**src/hw/rtl/servo_duty_slew_limiter_assert.svh**
```systemverilog
// Assertion helpers used by svdsl_back.
`ifndef SERVO_DUTY_SLEW_LIMITER_ASSERT_SVH
`define SERVO_DUTY_SLEW_LIMITER_ASSERT_SVH

// Same-cycle implication.
`define SVDSL_ASSERT_SAME(lbl, clk, rst, ante, cons, msg) \
   lbl: assert property (@(posedge clk) disable iff (rst) (ante) |-> (cons)) \
      else $error(msg);

// Next-cycle implication.
`define SVDSL_ASSERT_NEXT(lbl, clk, rst, ante, cons, msg) \
   lbl: assert property (@(posedge clk) disable iff (rst) (ante) |=> (cons)) \
      else $error(msg);

`endif

```
**src/hw/rtl/svdsl_pkg.sv**
```systemverilog
`default_nettype none

package svdsl_pkg;

   // item field widths
   localparam int ACTION_W  = 1;
   localparam int ELAPSED_W = 20;
   localparam int DIR_W     = 2;
   localparam int RATE_W    = 20;
   localparam int DUTY_W    = 25;

   // register widths
   localparam int TMIN_W  = 24;
   localparam int GAIN_W  = 24;
   localparam int FMODE_W = 3;
   localparam int FANG_W  = 9;

   // configuration port
   localparam int CSR_INDEX_W = 3;
   localparam int CSR_DATA_W  = 25;

   localparam logic [CSR_INDEX_W-1:0] CSR_UPDATE_TIME_MIN = 3'd0;
   localparam logic [CSR_INDEX_W-1:0] CSR_DEFAULT_SPEED   = 3'd1;
   localparam logic [CSR_INDEX_W-1:0] CSR_DUTY_MIN        = 3'd2;
   localparam logic [CSR_INDEX_W-1:0] CSR_DUTY_MAX        = 3'd3;
   localparam logic [CSR_INDEX_W-1:0] CSR_ANGLE_GAIN      = 3'd4;
   localparam logic [CSR_INDEX_W-1:0] CSR_FORCE_MODE      = 3'd5;
   localparam logic [CSR_INDEX_W-1:0] CSR_FORCE_ANGLE     = 3'd6;

   // register reset values
   localparam logic [TMIN_W-1:0]  TMIN_RESET     = 24'd20000;
   localparam logic [RATE_W-1:0]  SPEED_RESET    = 20'd65536;
   localparam logic [DUTY_W-1:0]  DUTY_MIN_RESET = 25'd1000000;
   localparam logic [DUTY_W-1:0]  DUTY_MAX_RESET = 25'd2000000;
   localparam logic [GAIN_W-1:0]  GAIN_RESET     = 24'd1422222;

   // input codes
   localparam logic [ACTION_W-1:0] ACT_HOME = 1'b0;
   localparam logic [DIR_W-1:0]    DIR_UP   = 2'd1;
   localparam logic [DIR_W-1:0]    DIR_DOWN = 2'd2;

   // force modes
   localparam logic [FMODE_W-1:0] FM_UP    = 3'd1;
   localparam logic [FMODE_W-1:0] FM_DOWN  = 3'd2;
   localparam logic [FMODE_W-1:0] FM_HOLD  = 3'd3;
   localparam logic [FMODE_W-1:0] FM_ANGLE = 3'd4;

   // classified operations
   localparam int OP_W = 3;
   localparam logic [OP_W-1:0] OP_HOME  = 3'd0;
   localparam logic [OP_W-1:0] OP_KEEP  = 3'd1;
   localparam logic [OP_W-1:0] OP_DEC   = 3'd2;
   localparam logic [OP_W-1:0] OP_INC   = 3'd3;
   localparam logic [OP_W-1:0] OP_ANGLE = 3'd4;

   // angle to duty arithmetic
   localparam int AMAG_W      = 9;
   localparam int ADIFF_W     = 11;
   localparam int GAIN_FRAC   = 8;
   localparam int AP_W        = AMAG_W + GAIN_W + 1;
   localparam int AR_W        = AP_W - GAIN_FRAC;
   localparam int ANGLE_NXT_W = AR_W + 2;
   localparam logic [AMAG_W-1:0]         HOME_DIFF  = 9'd90;
   localparam logic signed [ADIFF_W-1:0] FORCE_BIAS = 11'sd110;
   localparam logic [AP_W-1:0]           GAIN_HALF  = 34'd128;

   // queue between front and back
   localparam int QDEPTH = 2;
   localparam int QPTR_W = $clog2(QDEPTH);
   localparam int QCNT_W = $clog2(QDEPTH + 1);

   typedef struct packed {
      logic [TMIN_W-1:0]        update_time_min_us;
      logic [RATE_W-1:0]        default_speed;
      logic [DUTY_W-1:0]        duty_min_ns;
      logic [DUTY_W-1:0]        duty_max_ns;
      logic [GAIN_W-1:0]        angle_gain;
      logic [FMODE_W-1:0]       force_mode;
      logic signed [FANG_W-1:0] force_angle_deg;
   } svdsl_cfg_type;

   typedef struct packed {
      logic [OP_W-1:0]      op;
      logic [ELAPSED_W-1:0] elapsed;
      logic [RATE_W-1:0]    speed;
   } svdsl_entry_type;

endpackage

`default_nettype wire

```
**src/hw/rtl/svdsl_chan_if.sv**
```systemverilog
`default_nettype none

interface svdsl_req_chan;
   logic                            valid;
   logic                            ready;
   logic [svdsl_pkg::ACTION_W-1:0]  action;
   logic [svdsl_pkg::ELAPSED_W-1:0] elapsed_us;
   logic [svdsl_pkg::DIR_W-1:0]     move_direction;
   logic [svdsl_pkg::RATE_W-1:0]    move_rate;

   modport source (output valid, action, elapsed_us, move_direction, move_rate,
                   input ready);
   modport sink (input valid, action, elapsed_us, move_direction, move_rate,
                 output ready);
endinterface

interface svdsl_rsp_chan;
   logic                         valid;
   logic                         ready;
   logic [svdsl_pkg::DUTY_W-1:0] duty_ns;

   modport source (output valid, duty_ns, input ready);
   modport sink (input valid, duty_ns, output ready);
endinterface

`default_nettype wire

```
**src/hw/rtl/servo_duty_slew_limiter.sv**
```systemverilog
// Servo duty slew limiter.
// req_if takes items (valid/ready): action 0 homes the servo, action 1 is a
// time tick carrying elapsed_us, move_direction and move_rate. rsp_if gives
// duty_ns items (valid/ready). A home always yields one item; a tick yields
// one only when the accumulated time reaches update_time_min_us and the
// clamped duty changes. csr_we/csr_index/csr_wdata write the seven
// registers; write them only while no item is in flight.
// A home or a tick that moves the duty passes from the idle state through a
// multiply state, an add state and the clamp step into the output register;
// a tick below the time threshold retires in the idle state. The back-end
// sequencer takes a new item only in idle, after its clamp step if any.
// A 2-entry queue in front keeps req_if ready while the back end works.
// Reset (synchronous, active high) loads the register defaults, clears the
// time accumulator, sets the duty to the default minimum and empties the
// queue. When the receiver stalls, the result is held in the output register
// and the sequencer waits in its clamp step; the queue keeps filling.
`default_nettype none

module servo_duty_slew_limiter #(
   parameter int DUTY_BITS       = 25,
   parameter int SPEED_FRAC_BITS = 16,
   parameter int TIME_BITS       = 24
) (
   input  wire                                  clock,
   input  wire                                  reset,
   svdsl_req_chan.sink                          req_if,
   svdsl_rsp_chan.source                        rsp_if,
   input  wire                                  csr_we,
   input  wire [svdsl_pkg::CSR_INDEX_W-1:0]     csr_index,
   input  wire [svdsl_pkg::CSR_DATA_W-1:0]      csr_wdata
);
   import svdsl_pkg::*;

   svdsl_cfg_type   cfg_ff, cfg_in;
   logic            q_valid;
   svdsl_entry_type q_entry;
   logic            q_pop;

   // register file: decode index, truncate data to the register's width
   always_comb begin
      cfg_in = cfg_ff;
      if (csr_we) begin
         case (csr_index)
            CSR_UPDATE_TIME_MIN: cfg_in.update_time_min_us = csr_wdata[TMIN_W-1:0];
            CSR_DEFAULT_SPEED:   cfg_in.default_speed      = csr_wdata[RATE_W-1:0];
            CSR_DUTY_MIN:        cfg_in.duty_min_ns        = csr_wdata[DUTY_W-1:0];
            CSR_DUTY_MAX:        cfg_in.duty_max_ns        = csr_wdata[DUTY_W-1:0];
            CSR_ANGLE_GAIN:      cfg_in.angle_gain         = csr_wdata[GAIN_W-1:0];
            CSR_FORCE_MODE:      cfg_in.force_mode         = csr_wdata[FMODE_W-1:0];
            CSR_FORCE_ANGLE:     cfg_in.force_angle_deg    = signed'(csr_wdata[FANG_W-1:0]);
            default: ; // drop writes beyond the register list
         endcase
      end
   end

   always_ff @(posedge clock) begin
      if (reset) begin
         cfg_ff.update_time_min_us <= TMIN_RESET;
         cfg_ff.default_speed      <= SPEED_RESET;
         cfg_ff.duty_min_ns        <= DUTY_MIN_RESET;
         cfg_ff.duty_max_ns        <= DUTY_MAX_RESET;
         cfg_ff.angle_gain         <= GAIN_RESET;
         cfg_ff.force_mode         <= '0;
         cfg_ff.force_angle_deg    <= '0;
      end else begin
         cfg_ff <= cfg_in;
      end
   end

   // front: accept, classify, queue
   svdsl_front u_front (
      .clock   (clock),
      .reset   (reset),
      .cfg     (cfg_ff),
      .req_if  (req_if),
      .q_valid (q_valid),
      .q_entry (q_entry),
      .q_pop   (q_pop)
   );

   // back: accumulate time, compute the step, clamp, emit
   svdsl_back #(
      .DUTY_BITS       (DUTY_BITS),
      .SPEED_FRAC_BITS (SPEED_FRAC_BITS),
      .TIME_BITS       (TIME_BITS)
   ) u_back (
      .clock   (clock),
      .reset   (reset),
      .cfg     (cfg_ff),
      .q_valid (q_valid),
      .q_entry (q_entry),
      .q_pop   (q_pop),
      .rsp_if  (rsp_if)
   );

endmodule

`default_nettype wire

```
**src/hw/rtl/svdsl_front.sv**
```systemverilog
`default_nettype none

module svdsl_front (
   input  wire                        clock,
   input  wire                        reset,
   input  svdsl_pkg::svdsl_cfg_type   cfg,
   svdsl_req_chan.sink                req_if,
   output logic                       q_valid,
   output svdsl_pkg::svdsl_entry_type q_entry,
   input  wire                        q_pop
);
   import svdsl_pkg::*;

   svdsl_entry_type    entry_ff [QDEPTH];
   logic [QPTR_W-1:0]  wr_ptr_ff, wr_ptr_in;
   logic [QPTR_W-1:0]  rd_ptr_ff, rd_ptr_in;
   logic [QCNT_W-1:0]  count_ff, count_in;
   svdsl_entry_type    cls;
   logic               push;

   // classify: resolve speed and fold force mode and direction into one op
   always_comb begin
      cls.elapsed = req_if.elapsed_us;
      cls.speed   = (req_if.move_rate == '0) ? cfg.default_speed : req_if.move_rate;
      if (req_if.action == ACT_HOME) begin
         cls.op = OP_HOME;
      end else begin
         case (cfg.force_mode)
            FM_UP:    cls.op = OP_INC;
            FM_DOWN:  cls.op = OP_DEC;
            FM_HOLD:  cls.op = OP_KEEP;
            FM_ANGLE: cls.op = OP_ANGLE;
            default: begin
               case (req_if.move_direction)
                  DIR_UP:   cls.op = OP_DEC;
                  DIR_DOWN: cls.op = OP_INC;
                  default:  cls.op = OP_KEEP;
               endcase
            end
         endcase
      end
   end

   assign req_if.ready = (count_ff != QCNT_W'(QDEPTH));
   assign push         = req_if.valid && req_if.ready;
   assign q_valid      = (count_ff != '0);
   assign q_entry      = entry_ff[rd_ptr_ff];

   always_comb begin
      wr_ptr_in = push  ? wr_ptr_ff + 1'b1 : wr_ptr_ff;
      rd_ptr_in = q_pop ? rd_ptr_ff + 1'b1 : rd_ptr_ff;
      count_in  = count_ff + QCNT_W'(push) - QCNT_W'(q_pop);
   end

   always_ff @(posedge clock) begin
      if (reset) begin
         wr_ptr_ff <= '0;
         rd_ptr_ff <= '0;
         count_ff  <= '0;
      end else begin
         wr_ptr_ff <= wr_ptr_in;
         rd_ptr_ff <= rd_ptr_in;
         count_ff  <= count_in;
      end
   end

   always_ff @(posedge clock) begin
      if (push) begin
         entry_ff[wr_ptr_ff] <= cls;
      end
   end

endmodule

`default_nettype wire

```
**src/hw/rtl/svdsl_back.sv**
```systemverilog
`default_nettype none

`include "servo_duty_slew_limiter_assert.svh"

module svdsl_back #(
   parameter int DUTY_BITS       = 25,
   parameter int SPEED_FRAC_BITS = 16,
   parameter int TIME_BITS       = 24
) (
   input  wire                        clock,
   input  wire                        reset,
   input  svdsl_pkg::svdsl_cfg_type   cfg,
   input  wire                        q_valid,
   input  svdsl_pkg::svdsl_entry_type q_entry,
   output logic                       q_pop,
   svdsl_rsp_chan.source              rsp_if
);
   import svdsl_pkg::*;

   localparam int PROD_W  = RATE_W + TIME_BITS + 1;
   localparam int DELTA_W = PROD_W - SPEED_FRAC_BITS;
   localparam int NB0     = (DUTY_BITS + 1 > DELTA_W) ? DUTY_BITS + 1 : DELTA_W;
   localparam int NXT_W   = (NB0 + 2 > ANGLE_NXT_W) ? NB0 + 2 : ANGLE_NXT_W;
   localparam int ACC_W   = ((TIME_BITS > TMIN_W) ? TIME_BITS : TMIN_W) + 1;
   localparam logic [ACC_W-1:0]  TIME_MAX   = ACC_W'((64'd1 << TIME_BITS) - 64'd1);
   localparam logic [PROD_W-1:0] ROUND_HALF = PROD_W'(64'd1 << (SPEED_FRAC_BITS - 1));
   localparam logic [DUTY_BITS-1:0] DUTY_RESET = DUTY_BITS'(DUTY_MIN_RESET);

   localparam logic [2:0] ST_IDLE  = 3'd0;
   localparam logic [2:0] ST_SMUL  = 3'd1;
   localparam logic [2:0] ST_STEP  = 3'd2;
   localparam logic [2:0] ST_AMUL  = 3'd3;
   localparam logic [2:0] ST_AADD  = 3'd4;
   localparam logic [2:0] ST_CLAMP = 3'd5;

   logic [2:0]              state_ff, state_in;
   logic [OP_W-1:0]         op_ff, op_in;
   logic [RATE_W-1:0]       speed_ff, speed_in;
   logic [TIME_BITS-1:0]    t_ff, t_in;
   logic [DELTA_W-1:0]      delta_ff, delta_in;
   logic [AMAG_W-1:0]       mag_ff, mag_in;
   logic                    neg_ff, neg_in;
   logic [AR_W-1:0]         r_ff, r_in;
   logic signed [NXT_W-1:0] nxt_ff, nxt_in;
   logic [TIME_BITS-1:0]    time_accum_ff, time_accum_in;
   logic [DUTY_BITS-1:0]    duty_now_ff, duty_now_in;
   logic                    rsp_valid_ff, rsp_valid_in;
   logic [DUTY_W-1:0]       rsp_duty_ff, rsp_duty_in;

   logic [ACC_W-1:0]          acc_sum, acc_sat;
   logic                      below;
   logic signed [ADIFF_W-1:0] fdiff;
   logic [AMAG_W-1:0]         fmag;
   logic [PROD_W-1:0]         smul;
   logic [AP_W-1:0]           amul;
   logic signed [NXT_W-1:0]   cur_ext, delta_ext, r_ext, min_ext, max_ext;
   logic signed [NXT_W-1:0]   clamp_hi, clamped;
   logic                      emit, out_free;

   always_comb begin
      acc_sum   = ACC_W'(time_accum_ff) + ACC_W'(q_entry.elapsed);
      acc_sat   = (acc_sum > TIME_MAX) ? TIME_MAX : acc_sum;
      below     = acc_sat < ACC_W'(cfg.update_time_min_us);
      fdiff     = FORCE_BIAS - ADIFF_W'(cfg.force_angle_deg);
      fmag      = fdiff[ADIFF_W-1] ? AMAG_W'(-fdiff) : AMAG_W'(fdiff);
      smul      = PROD_W'(speed_ff) * PROD_W'(t_ff) + ROUND_HALF;
      amul      = AP_W'(mag_ff) * AP_W'(cfg.angle_gain) + GAIN_HALF;
      cur_ext   = signed'(NXT_W'(duty_now_ff));
      delta_ext = signed'(NXT_W'(delta_ff));
      r_ext     = signed'(NXT_W'(r_ff));
      min_ext   = signed'(NXT_W'(cfg.duty_min_ns));
      max_ext   = signed'(NXT_W'(cfg.duty_max_ns));
      // clamp to max first, then to min
      clamp_hi  = (nxt_ff > max_ext) ? max_ext : nxt_ff;
      clamped   = (clamp_hi < min_ext) ? min_ext : clamp_hi;
      emit      = (op_ff == OP_HOME) || (clamped != cur_ext);
      out_free  = !rsp_valid_ff || rsp_if.ready;
   end

   always_comb begin
      state_in      = state_ff;
      op_in         = op_ff;
      speed_in      = speed_ff;
      t_in          = t_ff;
      delta_in      = delta_ff;
      mag_in        = mag_ff;
      neg_in        = neg_ff;
      r_in          = r_ff;
      nxt_in        = nxt_ff;
      time_accum_in = time_accum_ff;
      duty_now_in   = duty_now_ff;
      rsp_valid_in  = rsp_valid_ff && !rsp_if.ready;
      rsp_duty_in   = rsp_duty_ff;
      q_pop         = 1'b0;
      case (state_ff)
         ST_IDLE: begin
            if (q_valid) begin
               q_pop    = 1'b1;
               op_in    = q_entry.op;
               speed_in = q_entry.speed;
               if (q_entry.op == OP_HOME) begin
                  time_accum_in = '0;
                  mag_in        = HOME_DIFF;
                  neg_in        = 1'b0;
                  state_in      = ST_AMUL;
               end else if (below) begin
                  time_accum_in = acc_sat[TIME_BITS-1:0];
               end else begin
                  time_accum_in = '0;
                  t_in          = acc_sat[TIME_BITS-1:0];
                  if (q_entry.op == OP_ANGLE) begin
                     mag_in   = fmag;
                     neg_in   = fdiff[ADIFF_W-1];
                     state_in = ST_AMUL;
                  end else begin
                     state_in = ST_SMUL;
                  end
               end
            end
         end
         ST_SMUL: begin
            delta_in = smul[PROD_W-1:SPEED_FRAC_BITS];
            state_in = ST_STEP;
         end
         ST_STEP: begin
            case (op_ff)
               OP_INC:  nxt_in = cur_ext + delta_ext;
               OP_DEC:  nxt_in = cur_ext - delta_ext;
               default: nxt_in = cur_ext;
            endcase
            state_in = ST_CLAMP;
         end
         ST_AMUL: begin
            r_in     = amul[AP_W-1:GAIN_FRAC];
            state_in = ST_AADD;
         end
         ST_AADD: begin
            nxt_in   = (neg_ff ? -r_ext : r_ext) + min_ext;
            state_in = ST_CLAMP;
         end
         ST_CLAMP: begin
            if (out_free || !emit) begin
               state_in = ST_IDLE;
               if (emit) begin
                  duty_now_in  = clamped[DUTY_BITS-1:0];
                  rsp_valid_in = 1'b1;
                  rsp_duty_in  = DUTY_W'(clamped[DUTY_BITS-1:0]);
               end
            end
         end
         default: state_in = ST_IDLE;
      endcase
   end

   always_ff @(posedge clock) begin
      if (reset) begin
         state_ff      <= ST_IDLE;
         time_accum_ff <= '0;
         duty_now_ff   <= DUTY_RESET;
         rsp_valid_ff  <= 1'b0;
      end else begin
         state_ff      <= state_in;
         time_accum_ff <= time_accum_in;
         duty_now_ff   <= duty_now_in;
         rsp_valid_ff  <= rsp_valid_in;
      end
   end

   always_ff @(posedge clock) begin
      op_ff       <= op_in;
      speed_ff    <= speed_in;
      t_ff        <= t_in;
      delta_ff    <= delta_in;
      mag_ff      <= mag_in;
      neg_ff      <= neg_in;
      r_ff        <= r_in;
      nxt_ff      <= nxt_in;
      rsp_duty_ff <= rsp_duty_in;
   end

   assign rsp_if.valid   = rsp_valid_ff;
   assign rsp_if.duty_ns = rsp_duty_ff;

   `SVDSL_ASSERT_NEXT(a_home_clears, clock, reset, q_pop && (q_entry.op == OP_HOME), time_accum_ff == '0, "home left time accumulated")
   `SVDSL_ASSERT_SAME(a_out_tracks, clock, reset, rsp_valid_ff, rsp_duty_ff == DUTY_W'(duty_now_ff), "pending item differs from duty")
   `SVDSL_ASSERT_NEXT(a_clamp_waits, clock, reset, (state_ff == ST_CLAMP) && emit && !out_free, (state_ff == ST_CLAMP) && $stable(nxt_ff), "result lost while output full")

endmodule

`default_nettype wire

```
**src/flat_wrapper.sv**
```systemverilog
// flat-port wrapper written by rule: the top's interface ports become plain ports
module servo_duty_slew_limiter_flat import svdsl_pkg::*;
#(
   parameter int DUTY_BITS       = 25,
   parameter int SPEED_FRAC_BITS = 16,
   parameter int TIME_BITS       = 24
)
  (clock, reset, csr_we, csr_index, csr_wdata, req_if_valid, req_if_action, req_if_elapsed_us, req_if_move_direction, req_if_move_rate, req_if_ready, rsp_if_valid, rsp_if_duty_ns, rsp_if_ready);
  svdsl_req_chan req_if_i ();
  svdsl_rsp_chan rsp_if_i ();
  input  wire clock;
  input  wire reset;
  input  wire csr_we;
  input  wire [svdsl_pkg::CSR_INDEX_W-1:0] csr_index;
  input  wire [svdsl_pkg::CSR_DATA_W-1:0] csr_wdata;
  input wire logic [$bits(req_if_i.valid)-1:0] req_if_valid;
  input wire logic [$bits(req_if_i.action)-1:0] req_if_action;
  input wire logic [$bits(req_if_i.elapsed_us)-1:0] req_if_elapsed_us;
  input wire logic [$bits(req_if_i.move_direction)-1:0] req_if_move_direction;
  input wire logic [$bits(req_if_i.move_rate)-1:0] req_if_move_rate;
  output wire logic [$bits(req_if_i.ready)-1:0] req_if_ready;
  output wire logic [$bits(rsp_if_i.valid)-1:0] rsp_if_valid;
  output wire logic [$bits(rsp_if_i.duty_ns)-1:0] rsp_if_duty_ns;
  input wire logic [$bits(rsp_if_i.ready)-1:0] rsp_if_ready;
  assign req_if_i.valid = req_if_valid;
  assign req_if_i.action = req_if_action;
  assign req_if_i.elapsed_us = req_if_elapsed_us;
  assign req_if_i.move_direction = req_if_move_direction;
  assign req_if_i.move_rate = req_if_move_rate;
  assign req_if_ready = req_if_i.ready;
  assign rsp_if_valid = rsp_if_i.valid;
  assign rsp_if_duty_ns = rsp_if_i.duty_ns;
  assign rsp_if_i.ready = rsp_if_ready;
  servo_duty_slew_limiter #(.DUTY_BITS(DUTY_BITS), .SPEED_FRAC_BITS(SPEED_FRAC_BITS), .TIME_BITS(TIME_BITS)) u_core (.clock(clock), .reset(reset), .req_if(req_if_i), .rsp_if(rsp_if_i), .csr_we(csr_we), .csr_index(csr_index), .csr_wdata(csr_wdata));
endmodule
```
**config.mk**
```make
export PLATFORM = sky130hd
export DESIGN_NAME = servo_duty_slew_limiter_flat
export DESIGN_NICKNAME = d
export VERILOG_FILES = /design/src/hw/rtl/svdsl_pkg.sv /design/src/hw/rtl/svdsl_chan_if.sv /design/src/hw/rtl/servo_duty_slew_limiter.sv /design/src/hw/rtl/svdsl_front.sv /design/src/hw/rtl/svdsl_back.sv /design/src/flat_wrapper.sv
export VERILOG_INCLUDE_DIRS = /design/src /design/src/hw/rtl
export SDC_FILE = /design/constraint.sdc
export NUM_CORES = 2
export LEC_CHECK = 0
export CAP_MARGIN = 30
export CORE_ASPECT_RATIO = 0.9
export CORE_MARGIN = 3
export CORE_UTILIZATION = 50
export DETAILED_ROUTE_END_ITERATION = 10
export DONT_BUFFER_PORTS = 1
export SLEW_MARGIN = 5
export SYNTH_ARGS = -nofsm -noshare
export SYNTH_HDL_FRONTEND = slang
export SYNTH_SLANG_ARGS = --single-unit
```
**constraint.sdc**
```tcl
create_clock -name clock -period 11 [get_ports clock]
set_input_delay 1.65 -clock clock [delete_from_list [all_inputs] [get_ports clock]]
set_output_delay 1.65 -clock clock [all_outputs]
set_load 0.05 [all_outputs]
```
==> results.toml <==
[drt]
dr.pass1.iters = 7
detail-route-antenna-nets = 0
routed_wl_um = 142000
detail_route.wl_per_cell_um = 22.6
drt-initial-drc-count = 3262
drcViolationCount = 0
num_vias = 35600
vias_per_cell = 5.68

[global_routing]
gr-total-overflow = 0
grt_pass1_vias = 34700
grt_pass1_wl_um = 216000
track_usage_pct = 29.5
antenna_found_initial = 5
grt_max_degree = 191

[floorplan]
start_util_pct = 50.7
die_width_um = 327
io_pins = 103
die_h_um = 295
rows = 105
dieArea_um2 = 96600
core_um2 = 91700

[worst_setup_path]
worstSetupStartpointType = "flip-flop"
slowest_stage = "a221oi_1"
critical_path_class = "reg2reg"
end_kind = "flip-flop"
required_ns = 11.33
crit_arrival_ns = 8.43
path_common_cell = "a21oi_1"
slowest_delay_ns = 0.76
cp_max_fo = 50

[clock_network]
clock_latency_ns = 0.64
hold_buffers = 0
htree_levels = 2
cts_made_buffers = 50
cts_buffer_depth = 3
cts_setup_buffers = 0
cts.clk_slew.worst_paths_ns = 0.07
root_buffer = "clkbuf_16"
cts.sinks = 442
cts_resized = 0
cts_tree = "built"

[timing]
finalCriticalPeriod_ns = 8.10
fin_skew_ns = 0.0570
slew_violations = 0
max_freq_mhz = 123
maxSlewHeadroom_pct = 24.7
worstMarginPinSlew_ns = 1.12
setup_viol = 0
hold_viol_final = 0
rsz0062_at_grt = "false"
fin_crit_sh_pct = 73.7
setup_tns_ns = 0

[yosys]
synth_edf_count = 254
synth_seq_area_share_pct = 24.5
yosys.cell_types.count = 80
syn-num-nets = 6180
ys_async_sr_fraction_pct = 0
synth_area_um2 = 46500
ys.flop_type = "edfxtp_1"
postSynthAreaPerCell_um2 = 9.07
synthCells = 5124
ys.warnings.count = 0
synth_seq_cells = 442

[placed_design]
place_congestion = 0.998
io_buffers = 0
hpwl_um = 107000

[min_path]
hp-class = "reg2reg"

[layout]
register_area_um2 = 11400
nFillCells = 8578
drive_above_1_share_pct = 4.80
fin_nets = 6053
area_growth_pct = 6.56
multi_input_area_um2 = 31500

[job]
cap_violations = 0

[outcome]
status = "finished, final reports clean"
==> layer usage <==
metal | global-route usage (%) | wire [µm] | vias up
li1 | - | - | 16500
met1 | 45.2 | 66800 | 17500
met2 | 41.2 | 56900 | 1425
met3 | 7.84 | 14300 | 161
met4 | 7.38 | 3610 | 0
met5 | 0 | 0 | -
==> through the flow <==
step | hold slack, ns | std cells | util (%) | area (µm²) | setup WS, ns
global route | 0.472 | 6269 | 54.0 | 49500 | 2.44
CTS | 0.452 | 6265 | 53.9 | 49400 | 3.08
detailed placement | 0.442 | 6171 | 52.0 | 47700 | 3.07
global placement | 0.438 | 6167 | 51.9 | 47600 | 3.16
finish | 0.455 | 6272 | 54.0 | 49500 | 2.90
floorplan | 0.436 | 5124 | - | 46500 | 3.99
==> flip-flops by register name (all words and copies together) (netlist names), 24 cells and up, named ones only <==
signal and cells:
u_core.cfg_ff 130, u_core.u_back.delta_ff 29, u_core.u_back.duty_now_ff 25, u_core.u_back.nxt_ff 31, u_core.u_back.r_ff 26, u_core.u_back.rsp_if.duty_ns 25, u_core.u_back.t_ff 24, u_core.u_back.time_accum_ff 24
u_core.u_front.entry_ff 86
==> worst paths after layout <==
path / endpoint / startpoint / slack (ns) / depth (start not counted)
min reg2reg: u_core.cfg_ff[96] / u_core.cfg_ff[96] / 0.46 / 2
min: u_core.cfg_ff[96] / u_core.cfg_ff[96] / 0.46 / 2
max: u_core.u_back.rsp_if.duty_ns[5] / u_core.cfg_ff[49] / 2.90 / 33
max reg2reg: u_core.u_back.rsp_if.duty_ns[5] / u_core.cfg_ff[49] / 2.90 / 33
==> critical path: cells and delay by family (launching register included) <==
family / cells / cell delay (ns)
AO/OA/AOI/OAI: 10 / 2.31
adder cells (fa/ha/maj): 3 / 0.86
buffers and inverters: 6 / 1.51
flip-flops: 1 / 0.38
multiplexers: 1 / 0.28
AND/OR/NAND/NOR: 13 / 2.42
==> cell families after synthesis <==
family | Yosys count | share of synthesized area [%]
AOI/OAI and AO/OA | 801 | 11.0
xor gates and xnor gates | 133 | 2.51
adders and majority gates | 980 | 35.3
buffers and inverters | 979 | 7.96
DFF | 442 | 24.5
muxes | 66 | 1.54
and+or+nand+nor | 1723 | 17.2
==> final cells by class <==
cell class / instances / share of cell area, %
Inverter: 727 / 5.51
Clock inverter: 26 / 0.685
Timing Repair Buffer: 73 / 1.29
Tap cell: 1230 / 3.11
Clock buffer: 68 / 2.83
Sequential cell: 442 / 23.0
Multi-Input combinational cell: 3703 / 63.5
Antenna cell: 3 / 0.0152
==> synth_stat cells (15+ instances only) <==
| master | n | area (µm²) |
|---|---|---|
| a211o_1 | 24 | 210 |
| a211oi_1 | 20 | 150 |
| ha_1 | 426 | 5330 |
| o22ai_1 | 25 | 156 |
| o21bai_1 | 21 | 158 |
| fa_1 | 554 | 11100 |
| xnor2_1 | 97 | 850 |
| o31ai_1 | 15 | 113 |
| mux2i_1 | 22 | 220 |
| dfxtp_1 | 188 | 3760 |
| and2_1 | 250 | 1560 |
| nor2b_1 | 35 | 219 |
| a21oi_1 | 286 | 1430 |
| nor4_1 | 19 | 119 |
| nor3_1 | 52 | 260 |
| mux2_2 | 44 | 495 |
| nand2_1 | 835 | 3130 |
| buf_1 | 25 | 93.8 |
| o211ai_1 | 28 | 210 |
| nor2_1 | 235 | 882 |
| inv_1 | 726 | 2730 |
| nand4_1 | 24 | 150 |
| xor2_1 | 36 | 315 |
| clkbuf_1 | 216 | 811 |
| a21o_1 | 74 | 556 |
| o21ai_0 | 141 | 706 |
| a31oi_1 | 15 | 93.8 |
| or3_1 | 18 | 113 |
| o21a_1 | 22 | 165 |
| and3_1 | 32 | 200 |
| nand3_1 | 110 | 551 |
| nand2b_1 | 57 | 357 |
| nand3b_1 | 25 | 188 |
| edfxtp_1 | 254 | 7630 |
==> cell usage in the layout, fill, tap and decap left out, types with 12 or more instances in the layout <==
cell | synthesis | routed
nand2_1 | 835 | 835
inv_1 | 726 | 726
fa_1 | 554 | 554
ha_1 | 426 | 425
a21oi_1 | 286 | 285
edfxtp_1 | 254 | 254
and2_1 | 250 | 250
nor2_1 | 235 | 232
dfxtp_1 | 188 | 187
o21ai_0 | 141 | 141
nand3_1 | 110 | 109
xnor2_1 | 97 | 97
a21o_1 | 74 | 74
buf_4 | 1 | 65
nand2b_1 | 57 | 56
clkbuf_16 | 0 | 51
nor3_1 | 52 | 46
mux2_2 | 44 | 44
xor2_1 | 36 | 36
nor2b_1 | 35 | 34
and3_1 | 32 | 31
o211ai_1 | 28 | 28
nand3b_1 | 25 | 25
o22ai_1 | 25 | 25
nand4_1 | 24 | 24
a211o_1 | 24 | 24
mux2i_1 | 22 | 22
o21a_1 | 22 | 22
o21bai_1 | 21 | 21
a211oi_1 | 20 | 20
nor4_1 | 19 | 18
or3_1 | 18 | 18
a31oi_1 | 15 | 15
o31ai_1 | 15 | 15
o311a_1 | 12 | 12
or2_2 | 12 | 12
Power is left out: the tool's default activity adds up to more than one toggle a clock period on the data nets, which glitch-free logic cannot reach.
